[config.mk]
export PLATFORM = sky130hd
export DESIGN_NAME = bmp_window_crop
export DESIGN_NICKNAME = d
export VERILOG_FILES = /design/src/sv/bwc_pkg.sv /design/src/sv/bwc_cfg.sv /design/src/sv/bwc_scan.sv /design/src/sv/bwc_emit.sv /design/src/sv/bmp_window_crop.sv
export SDC_FILE = /design/constraint.sdc
export NUM_CORES = 1
export LEC_CHECK = 0
export ABC_AREA = 1
export BUFFER_PORTS_ARGS = -buffer_cell sky130_fd_sc_hd__buf_2
export CORE_MARGIN = 5
export CORE_UTILIZATION = 50
export DETAILED_ROUTE_END_ITERATION = 7
export PLACE_DENSITY = 0.66
export SLEW_MARGIN = 20
export SYNTH_ARGS = -nofsm -noshare
export SYNTH_HDL_FRONTEND = slang
export SYNTH_SLANG_ARGS = --single-unit
[constraint.sdc]
create_clock -name clk -period 5.5 [get_ports clk]
set_input_delay 1.375 -clock clk [delete_from_list [all_inputs] [get_ports clk]]
set_output_delay 1.375 -clock clk [all_outputs]
set_load 0.03 [all_outputs]
[src/sv/bwc_pkg.sv]
`default_nettype none

package bwc_pkg;

  // Largest legal image or window dimension
  localparam int MAX_DIM = 4096;

  localparam int DIM_W   = 13;  // src_width, src_height, win_width, win_height
  localparam int OFS_W   = 12;  // win_left, win_top
  localparam int BYTE_W  = 8;
  localparam int POS_W   = 14;  // byte position in a source row
  localparam int ROW_W   = 12;  // source row index
  localparam int LIM_W   = 15;  // byte limits derived from 3 * dimension
  localparam int CFG_IDX_W = 3;

  // Configuration register indexes
  localparam logic [CFG_IDX_W-1:0] REG_SRC_WIDTH  = 3'd0;
  localparam logic [CFG_IDX_W-1:0] REG_SRC_HEIGHT = 3'd1;
  localparam logic [CFG_IDX_W-1:0] REG_WIN_LEFT   = 3'd2;
  localparam logic [CFG_IDX_W-1:0] REG_WIN_TOP    = 3'd3;
  localparam logic [CFG_IDX_W-1:0] REG_WIN_WIDTH  = 3'd4;
  localparam logic [CFG_IDX_W-1:0] REG_WIN_HEIGHT = 3'd5;

  // Values derived from the configuration registers
  typedef struct packed {
    logic             bad;         // window does not fit in the image
    logic [LIM_W-1:0] stride;      // source row length in bytes, padded to 4
    logic [DIM_W-1:0] src_height;
    logic [DIM_W-1:0] row_first;   // first kept source row (file order)
    logic [POS_W-1:0] row_last;    // last kept source row
    logic [LIM_W-1:0] pos_first;   // first kept byte in a row
    logic [LIM_W-1:0] pos_last;    // last kept byte in a row
    logic [1:0]       pad;         // destination padding bytes per row
  } cfg_t;

  // What one accepted source byte turns into
  typedef struct packed {
    logic              emit;       // at least one result
    logic              bad;
    logic [BYTE_W-1:0] data;
    logic              last;       // pixel byte closes the frame
    logic [1:0]        pad_cnt;    // padding bytes after the pixel byte
    logic              last_row;
  } item_t;

  function automatic logic dim_ok(logic [DIM_W-1:0] d);
    return (d != '0) && (32'(d) <= MAX_DIM);
  endfunction

endpackage

`default_nettype wire

[src/sv/bwc_cfg.sv]
`default_nettype none

module bwc_cfg (
  input  wire logic                           clk,
  input  wire logic                           rst,
  input  wire logic                           cfg_write,
  input  wire logic [bwc_pkg::CFG_IDX_W-1:0]  cfg_index,
  input  wire logic [bwc_pkg::DIM_W-1:0]      cfg_data,
  output bwc_pkg::cfg_t                       cfg
);
  import bwc_pkg::*;

  logic [DIM_W-1:0] src_width;
  logic [DIM_W-1:0] src_height;
  logic [OFS_W-1:0] win_left;
  logic [OFS_W-1:0] win_top;
  logic [DIM_W-1:0] win_width;
  logic [DIM_W-1:0] win_height;

  logic [POS_W-1:0] right_sum;
  logic [POS_W-1:0] top_sum;
  logic [POS_W-1:0] row_end;
  logic [DIM_W-1:0] bottom;

  always_ff @(posedge clk) begin
    if (rst) begin
      src_width  <= DIM_W'(1);
      src_height <= DIM_W'(1);
      win_left   <= '0;
      win_top    <= '0;
      win_width  <= DIM_W'(1);
      win_height <= DIM_W'(1);
    end else if (cfg_write) begin
      unique case (cfg_index)
        REG_SRC_WIDTH:  src_width  <= cfg_data;
        REG_SRC_HEIGHT: src_height <= cfg_data;
        REG_WIN_LEFT:   win_left   <= cfg_data[OFS_W-1:0];
        REG_WIN_TOP:    win_top    <= cfg_data[OFS_W-1:0];
        REG_WIN_WIDTH:  win_width  <= cfg_data;
        REG_WIN_HEIGHT: win_height <= cfg_data;
        default: ;
      endcase
    end
  end

  assign right_sum = POS_W'(win_left) + POS_W'(win_width);
  assign top_sum   = POS_W'(win_top) + POS_W'(win_height);
  assign bottom    = DIM_W'(POS_W'(src_height) - top_sum);
  assign row_end   = POS_W'(bottom) + POS_W'(win_height);

  always_comb begin
    cfg.bad = !dim_ok(src_width) || !dim_ok(src_height) ||
              !dim_ok(win_width) || !dim_ok(win_height) ||
              (right_sum > POS_W'(src_width)) || (top_sum > POS_W'(src_height));
    // 3*w + 3, low two bits cleared
    cfg.stride     = ((LIM_W'(src_width) << 1) + LIM_W'(src_width) + LIM_W'(3))
                     & ~LIM_W'(3);
    cfg.src_height = src_height;
    cfg.row_first  = bottom;
    cfg.row_last   = row_end - POS_W'(1);
    cfg.pos_first  = (LIM_W'(win_left) << 1) + LIM_W'(win_left);
    cfg.pos_last   = (LIM_W'(right_sum) << 1) + LIM_W'(right_sum) - LIM_W'(1);
    cfg.pad        = win_width[1:0];
  end

endmodule

`default_nettype wire

[src/sv/bwc_scan.sv]
`default_nettype none

module bwc_scan (
  input  wire logic                       clk,
  input  wire logic                       rst,
  input  wire logic                       accept,
  input  wire logic [bwc_pkg::BYTE_W-1:0] src_byte,
  input  wire bwc_pkg::cfg_t              cfg,
  output bwc_pkg::item_t                  item
);
  import bwc_pkg::*;

  logic [POS_W-1:0] row_byte_pos;
  logic [ROW_W-1:0] row_index;
  logic [POS_W-1:0] row_byte_pos_next;
  logic [ROW_W-1:0] row_index_next;

  logic in_rows;
  logic in_cols;
  logic row_end;
  logic last_row;

  assign in_rows  = (DIM_W'(row_index) >= cfg.row_first) &&
                    (POS_W'(row_index) <= cfg.row_last);
  assign in_cols  = (LIM_W'(row_byte_pos) >= cfg.pos_first) &&
                    (LIM_W'(row_byte_pos) <= cfg.pos_last);
  assign row_end  = LIM_W'(row_byte_pos) == cfg.pos_last;
  assign last_row = POS_W'(row_index) == cfg.row_last;

  always_comb begin
    item = '0;
    if (cfg.bad) begin
      item.emit = 1'b1;
      item.bad  = 1'b1;
    end else if (in_rows && in_cols) begin
      item.emit     = 1'b1;
      item.data     = src_byte;
      item.last_row = last_row;
      if (row_end) begin
        item.pad_cnt = cfg.pad;
        item.last    = last_row && (cfg.pad == 2'd0);
      end
    end
  end

  // Counters wrap at end of row / end of frame; they hold on a bad window
  always_comb begin
    row_byte_pos_next = row_byte_pos;
    row_index_next    = row_index;
    if (accept && !cfg.bad) begin
      if ((LIM_W'(row_byte_pos) + LIM_W'(1)) >= cfg.stride) begin
        row_byte_pos_next = '0;
        if ((DIM_W'(row_index) + DIM_W'(1)) >= cfg.src_height) begin
          row_index_next = '0;
        end else begin
          row_index_next = row_index + ROW_W'(1);
        end
      end else begin
        row_byte_pos_next = row_byte_pos + POS_W'(1);
      end
    end
  end

  always_ff @(posedge clk) begin
    if (rst) begin
      row_byte_pos <= '0;
      row_index    <= '0;
    end else begin
      row_byte_pos <= row_byte_pos_next;
      row_index    <= row_index_next;
    end
  end

endmodule

`default_nettype wire

[src/sv/bwc_emit.sv]
`default_nettype none

module bwc_emit (
  input  wire logic                        clk,
  input  wire logic                        rst,
  input  wire logic                        accept,
  input  wire bwc_pkg::item_t              item,
  output logic                             can_take,
  output logic                             out_valid,
  input  wire logic                        out_stall,
  output logic [bwc_pkg::BYTE_W-1:0]       out_byte,
  output logic                             is_pad,
  output logic                             frame_last,
  output logic                             bad_window
);
  import bwc_pkg::*;

  logic [1:0] pad_left;
  logic       pad_last_row;
  logic       advance;

  assign advance  = !out_valid || !out_stall;
  // a new item is taken only when no padding is pending
  assign can_take = advance && (pad_left == 2'd0);

  always_ff @(posedge clk) begin
    if (rst) begin
      out_valid <= 1'b0;
      pad_left  <= '0;
    end else if (advance) begin
      if (pad_left != 2'd0) begin
        out_valid <= 1'b1;
        pad_left  <= pad_left - 2'd1;
      end else if (accept && item.emit) begin
        out_valid <= 1'b1;
        pad_left  <= item.pad_cnt;
      end else begin
        out_valid <= 1'b0;
      end
    end
  end

  always_ff @(posedge clk) begin
    if (advance) begin
      if (pad_left != 2'd0) begin
        out_byte   <= '0;
        is_pad     <= 1'b1;
        frame_last <= pad_last_row && (pad_left == 2'd1);
        bad_window <= 1'b0;
      end else if (accept) begin
        out_byte     <= item.data;
        is_pad       <= 1'b0;
        frame_last   <= item.last;
        bad_window   <= item.bad;
        pad_last_row <= item.last_row;
      end
    end
  end

endmodule

`default_nettype wire

[src/sv/bmp_window_crop.sv]
`default_nettype none

// Channel  | signals                          | transfer when
// ---------+----------------------------------+----------------------------
// input    | in_valid, in_stall, src_byte     | in_valid && !in_stall
// output   | out_valid, out_stall, out_byte,  | out_valid && !out_stall
//          | is_pad, frame_last, bad_window   |
// config   | cfg_write, cfg_index, cfg_data   | cfg_write
//
// One source byte per cycle while in_stall is low. A byte that closes a kept row adds win_width%4
// padding beats, during which in_stall is high.
// Results appear in the cycle after the input transfer, from the output register.
// rst is synchronous; it clears the row counters, the output valid and
// loads the register defaults (1x1 image, 1x1 window at 0,0).
// in_stall follows out_stall in the same cycle while a result is held.

module bmp_window_crop (
  input  wire logic                           clk,
  input  wire logic                           rst,
  // configuration
  input  wire logic                           cfg_write,
  input  wire logic [bwc_pkg::CFG_IDX_W-1:0]  cfg_index,
  input  wire logic [bwc_pkg::DIM_W-1:0]      cfg_data,
  // source bytes
  input  wire logic                           in_valid,
  output logic                                in_stall,
  input  wire logic [bwc_pkg::BYTE_W-1:0]     src_byte,
  // cropped bytes
  output logic                                out_valid,
  input  wire logic                           out_stall,
  output logic [bwc_pkg::BYTE_W-1:0]          out_byte,
  output logic                                is_pad,
  output logic                                frame_last,
  output logic                                bad_window
);
  import bwc_pkg::*;

  cfg_t  cfg;
  item_t item;
  logic  can_take;
  logic  accept;

  assign in_stall = !can_take;
  assign accept   = in_valid && can_take;

  // register file and derived window limits
  bwc_cfg u_cfg (
    .clk       (clk),
    .rst       (rst),
    .cfg_write (cfg_write),
    .cfg_index (cfg_index),
    .cfg_data  (cfg_data),
    .cfg       (cfg)
  );

  // row/column tracking and keep decision for the incoming byte
  bwc_scan u_scan (
    .clk      (clk),
    .rst      (rst),
    .accept   (accept),
    .src_byte (src_byte),
    .cfg      (cfg),
    .item     (item)
  );

  // output register plus padding sequencer
  bwc_emit u_emit (
    .clk        (clk),
    .rst        (rst),
    .accept     (accept),
    .item       (item),
    .can_take   (can_take),
    .out_valid  (out_valid),
    .out_stall  (out_stall),
    .out_byte   (out_byte),
    .is_pad     (is_pad),
    .frame_last (frame_last),
    .bad_window (bad_window)
  );

endmodule

`default_nettype wire

Word-level counts from Yosys, hierarchy flattened
Cells that the tools add are included.

Input bits: 29. Output and inout port bits: 13. Flip-flop bits (word level): 117.

Bitwise gates (word level): 2. Add/subtract/negate cells: 15. Order comparisons: 12. Reduce and logical (&&, ||, !) cells: 48. Equal/unequal tests: 8. Mux-type cells: 17.

Operators by type and width (number): <= comparator 13 bit, second input constant (4); nonzero test 13 bit (4); 2-to-1 mux 12 bit (3); adder 12 x 13 -> 14 bit (2); greater-than comparator 14 x 13 -> 1 bit (2); AND reduction 2 bit (9); adder 14 x 1 -> 15 bit, second input constant (1); adder 14 x 13 -> 15 bit (1); adder 15 x 14 -> 15 bit (1); adder 15 x 2 -> 15 bit, second input constant (1); equality test 14 x 15 -> 1 bit (1); >= comparator 15 bit (1); <= comparator 14 x 15 -> 1 bit (1); subtractor 15 x 1 -> 15 bit, second input constant (1); adder 13 x 12 -> 14 bit (1); adder 13 x 13 -> 14 bit (1); adder 14 x 1 -> 14 bit, second input constant (1); equality test 12 x 14 -> 1 bit (1); >= comparator 14 bit (1); <= comparator 12 x 14 -> 1 bit (1); 2-to-1 mux 14 bit (1); subtractor 14 x 1 -> 14 bit, second input constant (1); adder 12 x 1 -> 13 bit, second input constant (1); >= comparator 12 x 13 -> 1 bit (1); other kinds (21) (60).

Logic depth before layout (Yosys ltp)
Gate-level depths: netlist of the first run.

Depth after elaboration: 12. Depth in mapped cells: 39.

Hierarchy
From an unflattened synthesis of the first run, not the netlist that was laid out.

Cells, all modules: 1941. Area, all modules: 13075.0 um^2.

By module, submodules not included: bwc_cfg (cells an instance 1193, instances 1, area each 8241.7 um^2); bwc_scan (cells an instance 681, instances 1, area each 4185.3 um^2); bwc_emit (cells an instance 64, instances 1, area each 636.9 um^2); bmp_window_crop (cells an instance 3, instances 1, area each 11.3 um^2).

Worst setup path before layout of the first run
OpenSTA, ideal clock, no wires.

Path kind: register -> register. From: reg u_cfg.win_height[0]. To: reg u_emit.frame_last, data pin. Setup time: 147 ps. Clock period less this slack: 5000 ps. Path slack: 500 ps. Stages on the path, launching flop included: 33. Data arrival time: 4854 ps. Path buffers: 0. Cell sequence: dfxtp_1 ha_1 inv_1 fa_1 nand3b_1 and2_1 xor2_1 inv_1 ha_1 nand2_2 inv_2 nand2_1 nand2_1 a21oi_1 o21ai_0 xnor2_1 ha_1 inv_1 ha_1 nand2_1 nor2_1 a21oi_1 o211a_1 xor2_1 ha_1 nand2_1 inv_1 nand4_1 nand3_1 nand3_2 nor2_2 nand3_2 o21ai_1.

Cells in the longest elaborated chain, start to end: 11.

RTL lines: from (decl) (RTL line bwc_cfg.sv:18) `logic [DIM_W-1:0] win_height;`; from (signal assigned) (RTL line bwc_cfg.sv:40) `REG_WIN_HEIGHT: win_height <= cfg_data;`; adder 12 x 13 -> 14 bit (RTL line bwc_cfg.sv:47) `assign top_sum = POS_W'(win_top) + POS_W'(win_height);`; subtractor 13 bit (RTL line bwc_cfg.sv:48) `assign bottom = DIM_W'(POS_W'(src_height) - top_sum);`; adder 13 x 13 -> 14 bit (RTL line bwc_cfg.sv:49) `assign row_end = POS_W'(bottom) + POS_W'(win_height);`; subtractor 14 x 1 -> 14 bit (RTL line bwc_cfg.sv:60) `cfg.row_last = row_end - POS_W'(1);`; <= comparator 12 x 14 -> 1 bit / equality test 12 x 14 -> 1 bit (equally long branches) (RTL line bwc_scan.sv:24, bwc_scan.sv:28); logical AND 1 bit, on equally long branches (RTL line bwc_scan.sv:23, bwc_scan.sv:41); logical AND 1 bit / 2-to-1 mux 3 bit (equally long branches) (RTL line bwc_scan.sv:35, bwc_scan.sv:39); 2-to-1 mux 12 bit (RTL line bwc_scan.sv:35) `end else if (in_rows && in_cols) begin`; 2-to-1 mux 12 bit * (RTL line bwc_scan.sv:32) `if (cfg.bad) begin`; 2-to-1 mux 1 bit * (RTL line bwc_emit.sv:50) `end else if (accept) begin`; 2-to-1 mux 1 bit * (RTL line bwc_emit.sv:45) `if (pad_left != 2'd0) begin`; to (signal assigned) (RTL line bwc_emit.sv:48) `frame_last <= pad_last_row && (pad_left == 2'd1);`; to (signal assigned) (RTL line bwc_emit.sv:53) `frame_last <= item.last;`; to (decl) (RTL line bwc_emit.sv:13) `output logic frame_last,`.

Mark *: on every way between the ends. The rest lies on a longest branch, timed or not. The select of a mux whose other input is x is not followed. A chain may end at the register's enable or synchronous reset.

Worst setup path after layout of the first run
From: reg u_cfg.win_top[0]. To: reg u_emit.pad_left[1].

Cells in the longest elaborated chain, start to end: 12.

RTL lines: from (decl) (RTL line bwc_cfg.sv:16) `logic [OFS_W-1:0] win_top;`; from (signal assigned) (RTL line bwc_cfg.sv:38) `REG_WIN_TOP: win_top <= cfg_data[OFS_W-1:0];`; adder 12 x 13 -> 14 bit * (RTL line bwc_cfg.sv:47); subtractor 13 bit (RTL line bwc_cfg.sv:48); adder 13 x 13 -> 14 bit (RTL line bwc_cfg.sv:49); subtractor 14 x 1 -> 14 bit (RTL line bwc_cfg.sv:60); <= comparator 12 x 14 -> 1 bit (RTL line bwc_scan.sv:24) `(POS_W'(row_index) <= cfg.row_last);`; logical AND 1 bit (RTL line bwc_scan.sv:23) `assign in_rows = (DIM_W'(row_index) >= cfg.row_first) &&`; logical AND 1 bit (RTL line bwc_scan.sv:35); 2-to-1 mux 1 bit (RTL line bwc_scan.sv:35); 2-to-1 mux 1 bit (RTL line bwc_scan.sv:32); logical AND 1 bit (RTL line bwc_emit.sv:34) `end else if (accept && item.emit) begin`; nonzero test 2 bit (no line); AND reduction 2 bit (no line); to (signal assigned) (RTL line bwc_emit.sv:33) `pad_left <= pad_left - 2'd1;`; to (signal assigned) (RTL line bwc_emit.sv:36) `pad_left <= item.pad_cnt;`; to (decl) (RTL line bwc_emit.sv:18) `logic [1:0] pad_left;`.

Marked as above.

==> results of run 1 <==
## placed cells by master, fill, tap and decap left out, types with 5 or more instances in the layout
master / instances
nor2_2: 22
nand3b_1: 5
xor2_1: 60
ha_1: 214
o21ai_1: 9
clkbuf_16: 17
xnor2_1: 23
buf_2: 41
edfxtp_1: 12
nand3_1: 65
dfxtp_1: 102
nand2_2: 22
o21ai_0: 95
o211ai_1: 6
o21bai_1: 9
nand4_1: 31
buf_4: 19
inv_1: 271
a21o_1: 8
nand3_2: 7
nor2_4: 5
nor2_1: 151
nor3_1: 8
nand2_1: 315
a21oi_1: 160
a21oi_2: 18
o21ai_2: 15
ha_4: 10
inv_2: 20
## kinds of logic after synthesis
kind of cell             after synthesis
AND/OR/NAND/NOR                      663
adder cells (fa/ha/maj)              233
XOR/XNOR                              90
flip-flops                           117
buffers and inverters                322
AO/OA/AOI/OAI                        347
## sequential cells by signal, indices dropped and copies added (netlist names)
register	count
u_cfg.src_height	13
u_emit.bad_window	1
u_emit.out_byte	8
u_cfg.win_top	12
u_cfg.src_width	13
u_emit.is_pad	1
u_cfg.win_height	13
u_emit.frame_last	1
u_scan.row_byte_pos	14
u_emit.pad_left	2
u_scan.row_index	12
u_cfg.win_width	13
u_cfg.win_left	12
u_emit.pad_last_row	1
u_emit.out_valid	1
## final cells by class
type	instances	share of cell area (%)
multi-input cells	1333	64.7
flip-flops and latches	117	17.6
inverters	293	7.91
clock buffers	19	3.17
well taps	324	2.90
repair buffers	60	2.49
clock inverters	13	1.22
## stage by stage
step | cell area, um2 | setup TNS, ns | hold slack [ns] | power [mW] | setup slack [ns]
6_report | 14000 | 0 | 0.449 | 4.49 | 0.216
4_1_cts | 13600 | 0 | 0.453 | 4.31 | 0.0182
5_1_grt | 14000 | -0.842 | 0.485 | 4.89 | -0.126
3_3_place_gp | 12900 | 0 | 0.437 | 3.05 | 0.0390
2_1_floorplan | 12400 | 0 | 0.427 | 2.62 | 0.500
3_5_place_dp | 12900 | -0.651 | 0.444 | 3.08 | -0.110
## power by group
group,internal [mW],switching [mW],total (mW)
Sequential,0.913,0.0759,0.988
Combinational,0.916,1.40,2.31
Clock,0.733,0.458,1.19
## how the worst max path moves through the flow
stage / from / endpoint / depth (start not counted)
floorplan: u_cfg.win_height[0] / u_emit.frame_last / 32
global placement: u_cfg.win_height[0] / u_emit.frame_last / 34
detailed placement: u_cfg.win_height[0] / u_emit.frame_last / 34
CTS: u_cfg.win_height[0] / u_emit.pad_left[1] / 36
global route: u_cfg.win_top[0] / u_emit.pad_left[1] / 36
finish: u_cfg.win_top[0] / u_emit.pad_left[1] / 36
## worst max-delay path: cells and delay by family (launching register included)
kind / cells / cell delay [ns]
buffers and inverters: 6 / 0.33
DFF: 1 / 0.35
adders and majority gates: 6 / 1.76
and+or+nand+nor: 15 / 1.53
xor gates and xnor gates: 3 / 0.55
AOI/OAI and AO/OA: 6 / 0.68
## metal layers
metal	global-route usage [%]	part of all wire, %	up-vias
met5	0	0	-
met4	6.28	2.4	0
met3	4.31	7.0	57
met2	37.3	43	307
met1	35.0	48	5298
li1	-	-	5940
## what timing repair did
action | in CTS | in global routing
endpoints found under the setup margin | 11 | 13
pin swaps | 2 | 27
gates resized for setup | 8 | 78
buffers inserted | 1 | 7
cloned | 0 | 0
==> summary.md, run 1 <==
| Metric | Value |
|---|---|
| Status | `finished clean` |
| Cells on Worst Hold Path | `2` |
| Avg Cell Area, Syn | `between 6 and 7 um2` |
| Sink Count | `117` |
| Placed Instances | `2,119` |
| Critical R2R Capture | `u_emit.pad_left[1]` |
| FF-to-FF path depth | `36` |
| RSZ-0062 raised after global routing | `yes` |
| Layout cells sized above 1 | `13.9%` |
| Prevailing post-synth register cell | `dfxtp_1` |
| Final Max Tran Viols | `0` |
| Initial DRC count | `about 680` |
| DR pass1 iterations | `8` |
| ANT cells | `0` |
| Hold Path Sink | `u_cfg.win_top[3]` |
| Asr flop ratio synth | `0%` |
| Worst endpoint required time | `5.84 ns` |
| Minimum clock period | `~5.3 ns` |
| CTS root buffer | `clkbuf_16` |
| FMAX | `189 MHz` |
| Slowest stage cell, crit path | `fa_2` |
| CTS tree | `built` |
| Hold_sp | `u_cfg.win_top[3]` |
| Cell area power density | `321 nW/um2` |
| Final worst-path cycle share | `a little over nine tenths` |
| Die Area | `28,000 um2` |
| # IOs | `42` |
| Initial antenna violation count | `0` |
| Worst stage delay on the critical path | `0.36 ns` |
| GRT overflow | `0` |
| Register area | `2470 um2` |
| Most frequent cell after synthesis | `nand2_1` |
| Flops & latches, synth | `117` |
| RePlAce Congestion | `a little under 1` |
| Post-route ant nets | `0` |
| Yosys top cell area share | `23.0%` |
| Cts-stage hold buffer count | `0` |
| Die W | `167 um` |
| Worst slew pin tran | `0.978 ns` |
| First-pass GRT wire length | `roughly 55,000 um` |
| Main combinational cell family by area after synthesis | `simple AND/OR/NAND/NOR gates` |
| Synthesized cell area | `12,400 um2` |
| Mux contribution to synthesized area | `0%` |
| Worst Setup End Kind | `flop` |
| Hold/Removal Path Class | `reg2reg` |
| Number of synthesis warnings | `0` |
| XOR/XNOR share of the synthesized area | `about 6.4%` |
| Fillers | `2,398` |
| Cell mode on critical path | `inv_2` |
| Final wirelength | `34,200 um` |
| Setup CP Type | `reg2reg` |
| # port buffers | `41` |
| Worst-path fanout max | `5` |
| Net Count, Synth | `2,034` |
| Total GRT Usage | `24.2%` |
| Syn Inst Count | `1,772` |
| Vias in the first global route | `approximately 11,000` |
| Worst-skew pair later-pin latency | `0.42 ns` |
| # setup viols final | `0` |
| Critical path arrival | `5.62 ns` |
| Vias per cell | `roughly 5.4` |
| Remaining DRCs | `0` |
| Clk pin slew, worst setup/hold paths | `0.06 ns` |
| Final Hold Viols | `0` |
| Core area | `between 20,000 and 25,000 um2` |
| WL/cell | `15.8 um` |
| Via Count | `~12,000` |
| Worst reg2reg setup slack | `0.22 ns` |
| # rows | `57` |
| RR Startpoint | `u_cfg.win_top[0]` |
| Max rail drop VDD | `approximately 0.00021 V` |
| EDFF count, synth | `12` |
| CTS Buf Count | `17` |
| Worst Skew | `0.0179 ns` |
| Pleak | `7.10 nW` |
| Seq/Total Area, Yosys | `19.9%` |
| Starting Density | `50.8%` |
| Largest area contributor in the netlist | `ha_1` |
| Maximum buffer depth of the clock tree | `2` |
| Post-synth top cells | `nand2_1, inv_1, ha_1` |
| Post-synthesis adder-cell area fraction | `23.8%` |
| Area growth, synth to finish | `12.8%` |
| Non-filler cells, final | `approximately 2,200` |
| CTS H-tree lvls | `4` |
| Die height | `167 um` |
| DP Wirelength | `about 27,000 um` |
| Largest net degree at the start of global routing | `78` |
| Fin util | `57.3%` |
| Slew HR | `34.8%` |
| Post-synthesis compound-gate area fraction | `15.9%` |
| Cell variety after synth | `61` |
| Simple-gate portion of the synthesized area | `roughly a quarter` |
| Startpoint types | `flop` |
| Multi-input gate area | `9040 um2` |
| Nets | `2,084` |
| Max-cap violation count | `0` |
| Largest cells by area after synthesis | `ha_1, dfxtp_1, nand2_1` |
No activity file was read; power rests on OpenSTA's default activity.
==> run 2: changes to the inputs <==
--- a/config.mk
+++ b/config.mk
@@ -11,6 +11,7 @@
 export CORE_UTILIZATION = 50
 export DETAILED_ROUTE_END_ITERATION = 7
 export PLACE_DENSITY = 0.66
+export REMOVE_ABC_BUFFERS = 1
 export SLEW_MARGIN = 20
 export SYNTH_ARGS = -nofsm -noshare
 export SYNTH_HDL_FRONTEND = slang
==> summary.md, run 2 (synthesis gave the netlist of run 1 again) <==
| Metric | Value |
|---|---|
| Remaining DRCs | `0 (unchanged)` |
| Worst-skew pair later-pin latency | `0.43 ns (about the same)` |
| Post-route ant nets | `0 (unchanged)` |
| Die Area | `28,000 um2 (unchanged)` |
| P_int | `2.55 mW (-0.37%)` |
| Cell area power density | `321 nW/um2 (about the same)` |
| First-pass GRT wire length | `55,500 um (+0.49%)` |
| Worst Skew | `0.0109 ns (-0.00695 ns)` |
| CTS tree | `built` |
| Hold_sp | `u_cfg.win_top[5]` |
| Reg with most FFs | `u_scan.row_byte_pos` |
| Pre-CTS WS | `-0.188 ns (-0.0780 ns)` |
| Max-cap violation count | `0 (unchanged)` |
| # rows | `57 (unchanged)` |
| Hold/Removal Path Class | `reg2reg` |
| Largest net degree at the start of global routing | `64 (-18%)` |
| Total GRT Usage | `24.4% (+0.22 points)` |
| Via Count | `11,600 (-0.27%)` |
| Die W | `167 um (unchanged)` |
| FMAX | `191 MHz (+0.76%)` |
| CTS H-tree lvls | `4 (unchanged)` |
| # IOs | `42 (unchanged)` |
| Cts-stage hold buffer count | `0 (unchanged)` |
| Final wirelength | `34,600 um (+1.3%)` |
| # port buffers | `41 (unchanged)` |
| GRT overflow | `0 (unchanged)` |
| Layout cells sized above 1 | `14.5% (+0.58 points)` |
| Slowest stage cell, crit path | `ha_2` |
| Startpoint types | `flop` |
| Worst stage delay on the critical path | `0.40 ns (+0.04 ns)` |
| Starting Density | `50.8% (unchanged)` |
| Die height | `167 um (unchanged)` |
| Worst-path fanout max | `6 (+1)` |
| Setup WS post-layout | `0.256 ns (+0.0397 ns)` |
| RR Startpoint | `u_cfg.win_top[0]` |
| Cell mode on critical path | `nand2_1` |
| DR pass1 iterations | `5 (-3)` |
| Final Hold Viols | `0 (unchanged)` |
| Worst endpoint required time | `5.85 ns (about the same)` |
| Critical path arrival | `5.59 ns (-0.03 ns)` |
| Area growth, synth to finish | `13.5%` |
| Maximum buffer depth of the clock tree | `2 (unchanged)` |
| Commonest non-fill, non-tap cell in the layout | `nand2_1` |
| Initial antenna violation count | `1 (+1)` |
| DP Wirelength | `27,800 um (+3.0%)` |
| Seq pwr share | `22.0% (about the same)` |
| Worst slew pin tran | `0.872 ns (-0.106 ns)` |
| Status | `finished clean` |
| Nets | `2,088 (+0.19%)` |
| Pleak | `7.13 nW (+0.41%)` |
| Vias in the first global route | `11,200 (+2.8%)` |
| Minimum clock period | `5.24 ns (-0.0397 ns)` |
| Switching pwr | `1.97 mW (+1.8%)` |
| # setup viols final | `0 (unchanged)` |
| Sw Share | `43.5% (+0.52 points)` |
| Vias per cell | `5.35 (-0.45%)` |
| RePlAce Congestion | `0.923 (-4.9%)` |
| Worst reg2reg setup slack | `0.26 ns (+0.04 ns)` |
| Core area | `24,400 um2 (unchanged)` |
| Fin util | `57.7% (+0.35 points)` |
| CTS root buffer | `clkbuf_16` |
| Most frequent cells in the layout | `nand2_1, inv_1, ha_1` |
| Slew HR | `41.9% (+7.0 points)` |
| Final worst-path cycle share | `95.3% (-0.72 points)` |
| Critical Path Start | `u_cfg.win_top[0]` |
| Worst Setup End Kind | `flop` |
| Setup CP Type | `reg2reg` |
| Initial DRC count | `864 (+28%)` |
| WL/cell | `16.0 um (+1.1%)` |
| Max rail drop VDD | `0.000159 V (-24%)` |
| Combinational share of power | `51.8% (+0.3 points)` |
| Clock power share | `26.2% (-0.3 points)` |
| Sink Count | `117 (unchanged)` |
| CTS Buf Count | `17 (unchanged)` |
| Largest register FFs | `14 (unchanged)` |
| Final Max Tran Viols | `0 (unchanged)` |
| Clk pin slew, worst setup/hold paths | `0.07 ns (about the same)` |
==> run 2: changes by cell type in the layout (fill, tap and decap cells not counted), sizes merged <==
| cell | delta |
|---|---|
| buf | +4 |
| inv | +1 |
| clkbuf | -1 |
| diode | +1 |
| bufinv | -1 |
==> run 2: worst paths after layout <==
kind | end | depth (start not counted)
setup reg to reg | u_emit.pad_left[0] | 32
hold reg to reg | u_cfg.win_top[5] | 2
hold / removal | u_cfg.win_top[5] | 2
setup / recovery | u_emit.pad_left[0] | 32
==> run 2: power groups by stage <==
stage	clock, mW	sequential (mW)	combinational [mW]
after global routing	1.24	0.997	2.65
after floorplan	0	0.988	1.60
final	1.19	0.992	2.34
after global placement	0	1.01	2.06
after detailed placement	0	1.01	2.10
after CTS	1.20	0.991	2.14
==> run 2: area by class of cell <==
type                            count  area, um2
Sequential cell                   117       2470
Antenna cell                        1       2.50
Inverter                          293       1110
Timing Repair Buffer               64        378
Tap cell                          324        405
Clock buffer                       18        450
Fill cell                        2376      10300
Clock inverter                     13        163
Multi-Input combinational cell   1333       9090
==> run 2: repair_timing <==
item / 4_1_cts / 5_1_grt
endpoints found under the setup margin: 11 / 13
gates cloned: 0 / 0
buffers inserted: 1 / 6
pin swaps: 2 / 25
gates resized for setup: 8 / 86
==> run 2: routing by layer <==
layer  global-route usage, %  vias up  part of all wire [%]
li1                        -     5930                     -
met1                    30.5     5309                    44
met2                    43.4      254                    48
met3                    2.88       78                   3.8
met4                    8.82        0                   3.6
met5                       0        -                     0
==> run 2: through the flow <==
| step | instance area, um2 | TNS, ns | std cells | power, mW | hold slack, ns |
|---|---|---|---|---|---|
| after floorplan | 12200 | 0 | 1743 | 2.59 | 0.429 |
| after global placement | 13000 | 0 | 2124 | 3.07 | 0.440 |
| after detailed placement | 13000 | -1.11 | 2124 | 3.11 | 0.443 |
| after CTS | 13600 | 0 | 2156 | 4.33 | 0.452 |
| after global routing | 14100 | -0.160 | 2163 | 4.89 | 0.469 |
| final | 14100 | 0 | 2163 | 4.52 | 0.453 |
==> run 2: worst max-delay path, delay by kind of cell (launching register included) <==
kind            cells  cell delay (ns)
fa+ha+maj           6             1.77
buf+inv             5             0.35
flops               1             0.36
simple gates       14             1.68
xor+xnor            3             0.44
compound gates      4             0.56
